`config.mk`:
```
export PLATFORM = sky130hd
export DESIGN_NAME = length_prefixed_block_deframer
export DESIGN_NICKNAME = d
export VERILOG_FILES = /design/src/rtl/lpbd_pkg.sv /design/src/rtl/lpbd_in_reg.sv /design/src/rtl/lpbd_parser.sv /design/src/rtl/lpbd_out_reg.sv /design/src/rtl/length_prefixed_block_deframer.sv
export SDC_FILE = /design/constraint.sdc
export NUM_CORES = 1
export LEC_CHECK = 0
export BUFFER_PORTS_ARGS = -buffer_cell sky130_fd_sc_hd__buf_2
export CAP_MARGIN = 20
export CORE_ASPECT_RATIO = 0.8
export CORE_MARGIN = 2
export CORE_UTILIZATION = 35
export DETAILED_ROUTE_END_ITERATION = 16
export GPL_TIMING_DRIVEN = 1
export SLEW_MARGIN = 20
export SYNTH_ARGS = -nofsm -noshare
export SYNTH_HDL_FRONTEND = slang
export SYNTH_SLANG_ARGS = --single-unit
```
`constraint.sdc`:
```
create_clock -name clk -period 7 [get_ports clk]
set_input_delay 0.35 -clock clk [delete_from_list [all_inputs] [get_ports clk]]
set_output_delay 0.35 -clock clk [all_outputs]
set_load 0.05 [all_outputs]
```
`src/rtl/lpbd_pkg.sv`:
```
// ----------------------------------------------------------------------------
// lpbd_pkg
// Shared types and character constants for the length-prefixed block deframer.
// ----------------------------------------------------------------------------
package lpbd_pkg;

  // Stream characters
  localparam logic [7:0] CH_LF   = 8'h0A;
  localparam logic [7:0] CH_CR   = 8'h0D;
  localparam logic [7:0] CH_ZERO = 8'h30;
  localparam logic [7:0] CH_NINE = 8'h39;

  // Width of the maximum block length register
  localparam int unsigned MAX_LEN_BITS = 24;
  localparam logic [MAX_LEN_BITS-1:0] MAX_LEN_RESET = 24'hFF_FFFF;

  typedef enum logic [2:0] {
    PH_LINE_START = 3'd0,
    PH_EMPTY_CR   = 3'd1,
    PH_LEN_DIGITS = 3'd2,
    PH_LEN_REST   = 3'd3,
    PH_PAYLOAD    = 3'd4,
    PH_TERM       = 3'd5,
    PH_TERM_CR    = 3'd6,
    PH_ERROR      = 3'd7
  } phase_t;

  typedef enum logic [1:0] {
    KIND_BYTE  = 2'd0,
    KIND_EMPTY = 2'd1,
    KIND_END   = 2'd2,
    KIND_ERROR = 2'd3
  } kind_t;

  typedef enum logic [1:0] {
    ERR_NONE      = 2'd0,
    ERR_NOT_DIGIT = 2'd1,
    ERR_TOO_LONG  = 2'd2,
    ERR_BAD_TERM  = 2'd3
  } err_t;

  // One result item
  typedef struct packed {
    kind_t      kind;
    logic [7:0] payload;
    logic       first;
    logic       last;
    err_t       code;
  } res_t;

endpackage

```
`src/rtl/lpbd_in_reg.sv`:
```
// ----------------------------------------------------------------------------
// lpbd_in_reg
// Input register: captures one stream byte and holds it until the parser
// takes it.
// ----------------------------------------------------------------------------
module lpbd_in_reg (
  input  logic       clk,
  input  logic       rst_n,
  input  logic       in_valid,
  output logic       in_stall,
  input  logic [7:0] in_data_byte,
  input  logic       take,
  output logic       byte_valid,
  output logic [7:0] byte_data
);

  logic       valid_r;
  logic [7:0] data_r;

  // Hold the byte while the parser cannot take it
  assign in_stall   = valid_r && !take;
  assign byte_valid = valid_r;
  assign byte_data  = data_r;

  always_ff @(posedge clk) begin
    if (!rst_n) begin
      valid_r <= 1'b0;
    end else if (!in_stall) begin
      valid_r <= in_valid;
    end
  end

  // Capture on every transfer
  always_ff @(posedge clk) begin
    if (in_valid && !in_stall) begin
      data_r <= in_data_byte;
    end
  end

endmodule

```
`src/rtl/lpbd_parser.sv`:
```
// ----------------------------------------------------------------------------
// lpbd_parser
// Parse state and single-pass next-state logic: length line, payload count,
// terminator check and the sticky error state.
// ----------------------------------------------------------------------------
module lpbd_parser #(
  parameter int unsigned LENGTH_BITS = 24
) (
  input  logic                            clk,
  input  logic                            rst_n,
  input  logic                            step,
  input  logic [7:0]                      byte_data,
  input  logic [lpbd_pkg::MAX_LEN_BITS-1:0] max_len,
  output logic                            res_valid,
  output lpbd_pkg::res_t                  res
);

  import lpbd_pkg::*;

  // Accumulator width: count * 10 + digit needs four extra bits
  localparam int unsigned AW = LENGTH_BITS + 4;
  localparam int unsigned CW = (AW > MAX_LEN_BITS) ? AW : MAX_LEN_BITS;

  phase_t                 phase_r, phase_nxt;
  logic [LENGTH_BITS-1:0] count_r, count_nxt;
  logic                   first_r, first_nxt;

  logic                   is_digit;
  logic [3:0]             digit_val;
  logic [AW-1:0]          base_ext;
  logic [AW-1:0]          acc;
  logic                   too_long;
  logic                   do_digit;
  logic                   do_end;
  logic                   do_fail;
  err_t                   fail_code;

  assign is_digit  = (byte_data >= CH_ZERO) && (byte_data <= CH_NINE);
  assign digit_val = byte_data[3:0];

  // Multiply by ten as shift-and-add; a line start begins from zero
  assign base_ext = (phase_r == PH_LINE_START) ? '0 : {4'b0000, count_r};
  assign acc      = (base_ext << 3) + (base_ext << 1)
                  + {{(AW-4){1'b0}}, digit_val};
  assign too_long = (CW'(acc) > CW'(max_len)) || (acc[AW-1:LENGTH_BITS] != 4'b0000);

  // Next state and result
  always_comb begin
    phase_nxt = phase_r;
    count_nxt = count_r;
    first_nxt = first_r;
    res_valid = 1'b0;
    res       = '{kind: KIND_BYTE, payload: 8'h00, first: 1'b0, last: 1'b0,
                  code: ERR_NONE};
    do_digit  = 1'b0;
    do_end    = 1'b0;
    do_fail   = 1'b0;
    fail_code = ERR_NONE;

    unique case (phase_r)
      PH_LINE_START: begin
        if (byte_data == CH_LF) begin
          res_valid = 1'b1;
          res.kind  = KIND_END;
        end else if (byte_data == CH_CR) begin
          phase_nxt = PH_EMPTY_CR;
        end else if (!is_digit) begin
          do_fail   = 1'b1;
          fail_code = ERR_NOT_DIGIT;
        end else begin
          do_digit = 1'b1;
        end
      end
      PH_EMPTY_CR: begin
        if (byte_data == CH_LF) begin
          phase_nxt = PH_LINE_START;
          res_valid = 1'b1;
          res.kind  = KIND_END;
        end else begin
          do_fail   = 1'b1;
          fail_code = ERR_NOT_DIGIT;
        end
      end
      PH_LEN_DIGITS: begin
        if (is_digit) begin
          do_digit = 1'b1;
        end else if (byte_data == CH_LF) begin
          do_end = 1'b1;
        end else begin
          phase_nxt = PH_LEN_REST;
        end
      end
      PH_LEN_REST: begin
        if (byte_data == CH_LF) begin
          do_end = 1'b1;
        end
      end
      PH_PAYLOAD: begin
        res_valid   = 1'b1;
        res.kind    = KIND_BYTE;
        res.payload = byte_data;
        res.first   = first_r;
        res.last    = (count_r <= LENGTH_BITS'(1));
        first_nxt   = 1'b0;
        if (count_r <= LENGTH_BITS'(1)) begin
          count_nxt = '0;
          phase_nxt = PH_TERM;
        end else begin
          count_nxt = count_r - LENGTH_BITS'(1);
        end
      end
      PH_TERM: begin
        if (byte_data == CH_LF) begin
          phase_nxt = PH_LINE_START;
        end else if (byte_data == CH_CR) begin
          phase_nxt = PH_TERM_CR;
        end else begin
          do_fail   = 1'b1;
          fail_code = ERR_BAD_TERM;
        end
      end
      PH_TERM_CR: begin
        if (byte_data == CH_LF) begin
          phase_nxt = PH_LINE_START;
        end else begin
          do_fail   = 1'b1;
          fail_code = ERR_BAD_TERM;
        end
      end
      PH_ERROR: begin
        // drop everything until reset
      end
      default: begin
        phase_nxt = PH_ERROR;
      end
    endcase

    // Accumulate a length digit, flag an oversize length
    if (do_digit) begin
      if (too_long) begin
        do_fail   = 1'b1;
        fail_code = ERR_TOO_LONG;
      end else begin
        count_nxt = acc[LENGTH_BITS-1:0];
        phase_nxt = PH_LEN_DIGITS;
      end
    end

    // End of length line: empty marker or start of payload
    if (do_end) begin
      if (count_r == '0) begin
        phase_nxt = PH_TERM;
        res_valid = 1'b1;
        res.kind  = KIND_EMPTY;
      end else begin
        phase_nxt = PH_PAYLOAD;
        first_nxt = 1'b1;
      end
    end

    // Enter the sticky error state
    if (do_fail) begin
      phase_nxt = PH_ERROR;
      count_nxt = '0;
      first_nxt = 1'b0;
      res_valid = 1'b1;
      res.kind  = KIND_ERROR;
      res.code  = fail_code;
    end
  end

  // Advance the parse state on each byte taken
  always_ff @(posedge clk) begin
    if (!rst_n) begin
      phase_r <= PH_LINE_START;
      count_r <= '0;
      first_r <= 1'b0;
    end else if (step) begin
      phase_r <= phase_nxt;
      count_r <= count_nxt;
      first_r <= first_nxt;
    end
  end

endmodule

```
`src/rtl/lpbd_out_reg.sv`:
```
// ----------------------------------------------------------------------------
// lpbd_out_reg
// Result register: holds one result item until the downstream transfer.
// ----------------------------------------------------------------------------
module lpbd_out_reg (
  input  logic           clk,
  input  logic           rst_n,
  input  logic           load,
  input  lpbd_pkg::res_t res,
  output logic           free,
  output logic           out_valid,
  input  logic           out_stall,
  output lpbd_pkg::res_t out_res
);

  import lpbd_pkg::*;

  logic valid_r;
  res_t res_r;

  // Free when empty or being drained this cycle
  assign free      = !valid_r || !out_stall;
  assign out_valid = valid_r;
  assign out_res   = res_r;

  always_ff @(posedge clk) begin
    if (!rst_n) begin
      valid_r <= 1'b0;
    end else if (free) begin
      valid_r <= load;
    end
  end

  always_ff @(posedge clk) begin
    if (free && load) begin
      res_r <= res;
    end
  end

endmodule

```
`src/rtl/length_prefixed_block_deframer.sv`:
```
// ----------------------------------------------------------------------------
// length_prefixed_block_deframer
// Path: an input transfer goes through the input register, then through the
// parse logic into the result register. Throughput: one byte per cycle while
// the output is not stalled. Reset: synchronous, active low; parser returns
// to line start, maximum block length to all ones.
// ----------------------------------------------------------------------------
module length_prefixed_block_deframer #(
  parameter int unsigned LENGTH_BITS = 24
) (
  input  logic        clk,
  input  logic        rst_n,
  input  logic        in_valid,
  output logic        in_stall,
  input  logic [7:0]  in_data_byte,
  output logic        out_valid,
  input  logic        out_stall,
  output logic [1:0]  out_kind,
  output logic [7:0]  out_payload,
  output logic        out_block_first,
  output logic        out_block_last,
  output logic [1:0]  out_error_code,
  input  logic        cfg_valid,
  output logic        cfg_ready,
  input  logic [23:0] cfg_data
);

  import lpbd_pkg::*;

  logic                    byte_valid;
  logic [7:0]              byte_data;
  logic                    out_free;
  logic                    step;
  logic                    res_valid;
  res_t                    res;
  res_t                    out_res;
  logic [MAX_LEN_BITS-1:0] max_len_r;

  // Configuration register, always ready
  assign cfg_ready = 1'b1;

  always_ff @(posedge clk) begin
    if (!rst_n) begin
      max_len_r <= MAX_LEN_RESET;
    end else if (cfg_valid && cfg_ready) begin
      max_len_r <= cfg_data;
    end
  end

  // Parse a byte whenever the result register can take its result
  assign step = byte_valid && out_free;

  lpbd_in_reg u_in_reg (
    .clk          (clk),
    .rst_n        (rst_n),
    .in_valid     (in_valid),
    .in_stall     (in_stall),
    .in_data_byte (in_data_byte),
    .take         (out_free),
    .byte_valid   (byte_valid),
    .byte_data    (byte_data)
  );

  lpbd_parser #(
    .LENGTH_BITS (LENGTH_BITS)
  ) u_parser (
    .clk       (clk),
    .rst_n     (rst_n),
    .step      (step),
    .byte_data (byte_data),
    .max_len   (max_len_r),
    .res_valid (res_valid),
    .res       (res)
  );

  lpbd_out_reg u_out_reg (
    .clk       (clk),
    .rst_n     (rst_n),
    .load      (step && res_valid),
    .res       (res),
    .free      (out_free),
    .out_valid (out_valid),
    .out_stall (out_stall),
    .out_res   (out_res)
  );

  // Unpack the result item onto its ports
  assign out_kind        = out_res.kind;
  assign out_payload     = out_res.payload;
  assign out_block_first = out_res.first;
  assign out_block_last  = out_res.last;
  assign out_error_code  = out_res.code;

endmodule
```
==> results.py <==
metrics = {
    "sta": {
        "setup_ws_ps": 720.9,
        "hold_slack_ps": 170.5,
        "rsz0062_at_grt": "no",
        "finalSetupViolCount": 0,
        "max_slew_margin_pct": 34.81,
        "slew_viol_final": 0,
        "tightest_slew_ps": 977.9,
        "tns_ps": 0,
        "finalCritPeriodShare_pct": 89.70,
        "max_freq_ghz": 0.1593,
        "fin_skew_ps": 10.42,
        "report.final.hold_viol_count": 0,
        "finalCriticalPeriod_ps": 6279,
    },
    "setup_path": {
        "cp_max_fo": 26,
        "timing.critical_path.from": "u_parser.phase_r[1]",
        "required_ps": 7100,
        "regToRegSetupSlack_ps": 720,
        "end_kind": "register",
        "crit_path_start_kind": "register",
        "crit_type": "reg -> reg",
        "r2r_end": "u_out_reg.out_res[5]",
        "reg2reg_from": "u_parser.phase_r[1]",
        "slowest_delay_ps": 680,
        "crit_chain": "or3_2 > and2_1 > ha_1 > a31o_2 > ha_1 > o211ai_1 > o21ai_1 > a31oi_1 > o21ai_0 > nand4_1 > nand2_1 > xor2_1 > ha_1 > a21oi_1 > o21ai_0 > a221oi_1 > o21ai_0 > o2bb2ai_1 > o21ai_2 > o31ai_2 > and2_0 > a21oi_1 > buf_4",
        "cp.arrival_ps": 6380,
        "worst_path_dominant_cell_family": "compound AO/OA/AOI/OAI gates",
        "critPathSlowestCell": "or3_2",
        "path_buf_inv": 1,
        "r2r_cells": 23,
    },
    "die": {
        "fp.dieW_um": 151.5,
        "die_h_um": 122.0,
        "ioPinCount": 54,
        "die-area_mm2": 0.01848,
        "placementRows": 43,
        "coreArea_mm2": 0.01716,
        "start_util_pct": 35.49,
    },
    "grt": {
        "track_usage_pct": 16.29,
        "antenna_found_initial": 0,
        "grt_max_degree": 48,
        "grt_pass1_vias": 4537,
        "grt_first_pass_wirelength_mm": 23.47,
        "grt-ovfl-total": 0,
    },
    "synthesis": {
        "synth_ff_type": "dfxtp_1",
        "synth_top_area_share_pct": 17.75,
        "yosys-top-cells-area": "dfxtp_1 18%, ha_1 15%, edfxtp_1 11%, mux2_4 4.9%, nand2_1 3.9%",
        "ys_seq_elements": 76,
        "syn_inst": 683,
        "postSynthAreaPerCell_um2": 8.918,
        "ys_seq_area_share_pct": 28.59,
        "yosysTopAreaCell": "dfxtp_1",
        "async_reset_ff_share_pct": 0,
        "synth_enable_flop_cells": 22,
        "synth_nets": 794,
        "synth.cell_area_mm2": 0.006091,
        "synth.distinct_cells": 68,
        "synth_warnings": 0,
    },
    "routing": {
        "num_vias": 4974,
        "vias_per_cell": 5.247,
        "drc_errors": 0,
        "initialDrtViolationCount": 219,
        "dr.pass1.iters": 4,
        "ant_nets": 0,
        "wl_per_cell_um": 15.29,
        "wirelength_mm": 14.49,
    },
    "clock_tree": {
        "hold_buffers": 0,
        "insertion_delay_ps": 360,
        "cts_buffers": 9,
        "cts_tree": "built",
        "cts.sinks": 76,
        "clk_pin_slew_ps": 70,
        "cts-root-buf": "clkbuf_16",
        "cts_buffer_depth": 2,
        "cts-htree-levels": 3,
    },
    "placed_design": {
        "placed_area_mm2": 0.006477,
        "post-place-ws_ps": 438.5,
        "dp_cells": 932,
        "gp_congestion": 0.8817,
        "dp_hpwl_mm": 11.01,
        "io_buffers": 52,
    },
    "layout": {
        "final_cells": 948,
        "final_cell_area_mm2": 0.006769,
        "diodes": 0,
        "synthToLayoutAreaGrowth_pct": 11.13,
        "nNetsFinal": 829,
        "fill_cells": 1751,
        "drive_gt1_share_pct": 15.49,
        "fin_util_pct": 39.44,
    },
    "worst_hold_path": {
        "hold_class": "in -> reg",
        "hold_depth": 1,
        "min_from": "in_data_byte[7]",
        "min_delay_worst_endpoint": "u_in_reg.byte_data[7]",
    },
    "pwr": {
        "power_mw": 1.133,
        "power_density_mw_per_mm2": 167.4,
        "leakage_nw": 3.269,
        "vdd_drop_max_v": 0.0001139,
    },
    "outcome": {
        "outcome": "completed",
    },
    "flow_run": {
        "cap_violations": 0,
    },
}
==> what timing repair did <==
action | CTS | global route
setup endpoints to repair | 0 | 40
buffers inserted | 0 | 0
resized for setup | 0 | 2
==> synthesized netlist by cell type (11+ instances only) <==
master    number
edfxtp_1      22
clkbuf_1      13
xnor2_1       23
and2_1        35
nor2_1        46
a22o_1        24
nor3_1        12
nand3_1       12
mux2_4        20
nand4_1       11
ha_1          73
xor2_1        21
o211ai_1      27
a21oi_1       44
o21ai_0       28
inv_1         37
dfxtp_1       54
nand2_1       64
==> worst register-to-register path, delay by kind of cell, from the launching register on <==
| kind | cells | cell delay [ps] |
|---|---|---|
| AO/OA/AOI/OAI | 13 | 2690 |
| AND/OR/NAND/NOR | 5 | 1600 |
| XOR/XNOR | 1 | 250 |
| adder cells (fa/ha/maj) | 3 | 840 |
| buffers and inverters | 1 | 210 |
| flip-flops | 1 | 450 |
==> worst max-delay path by stage <==
stage	slack (ps)	endpoint	cells after the start
after floorplan	1370	u_out_reg.out_res[0]	23
after global placement	520	u_out_reg.out_res[10]	24
after detailed placement	440	u_out_reg.out_res[5]	24
after CTS	400	u_out_reg.out_res[5]	24
after global routing	130	u_out_reg.out_res[4]	23
final	720	u_out_reg.out_res[5]	23
==> flip-flops by register name, summed over array words and instances, names as in the netlist <==
register	cells
u_parser.first_r	1
max_len_r	24
u_out_reg.out_valid	1
u_out_reg.out_res	14
u_parser.phase_r	3
u_parser.count_r	24
u_in_reg.byte_data	8
u_in_reg.byte_valid	1
==> cells in the final DEF (no fill, tap or decap), types with 21 or more instances in the layout <==
master and instances:
a21oi_1 44, a22o_1 24, and2_1 35, buf_2 52, dfxtp_1 54, edfxtp_1 22, ha_1 73, inv_1 37
nand2_1 64, nor2_1 46, o211ai_1 27, o21ai_0 27, xnor2_1 23, xor2_1 21
==> routing by layer <==
layer,up-vias,GRT usage [%],wire [um]
met5,-,0,0
met2,96,23.78,6088
met3,23,3.258,598
li1,2562,-,-
met1,2293,23.65,7484
met4,0,5.903,319
==> power breakdown <==
group          total [mW]  switching [mW]  internal (mW)
clock network       0.473           0.223          0.250
logic               0.172           0.105         0.0669
registers           0.487          0.0128          0.474
==> cells by family (layout without fill, tap and decap cells) <==
logic type,Yosys count,count (layout),synth area share [%]
other,1,1,0.06157
buffers and inverters,69,109,5.608
xor gates and xnor gates,44,44,6.327
AOI/OAI and AO/OA,174,174,19.58
muxes,26,26,6.019
DFF,76,76,28.59
and+or+nand+nor,219,219,18.49
adders and majority gates,74,74,15.32
==> layout make-up <==
type / instances / area [um2] / share of cell area, %
tap: 225 / 281.5 / 4.159
timing repair buffer: 56 / 302.8 / 4.473
clock buffer: 9 / 225.2 / 3.327
inverter: 37 / 138.9 / 2.052
clock inverter: 7 / 65.06 / 0.9612
multi-input combinational: 538 / 4014 / 59.30
sequential: 76 / 1742 / 25.73
(Power assumes the default switching activity.)
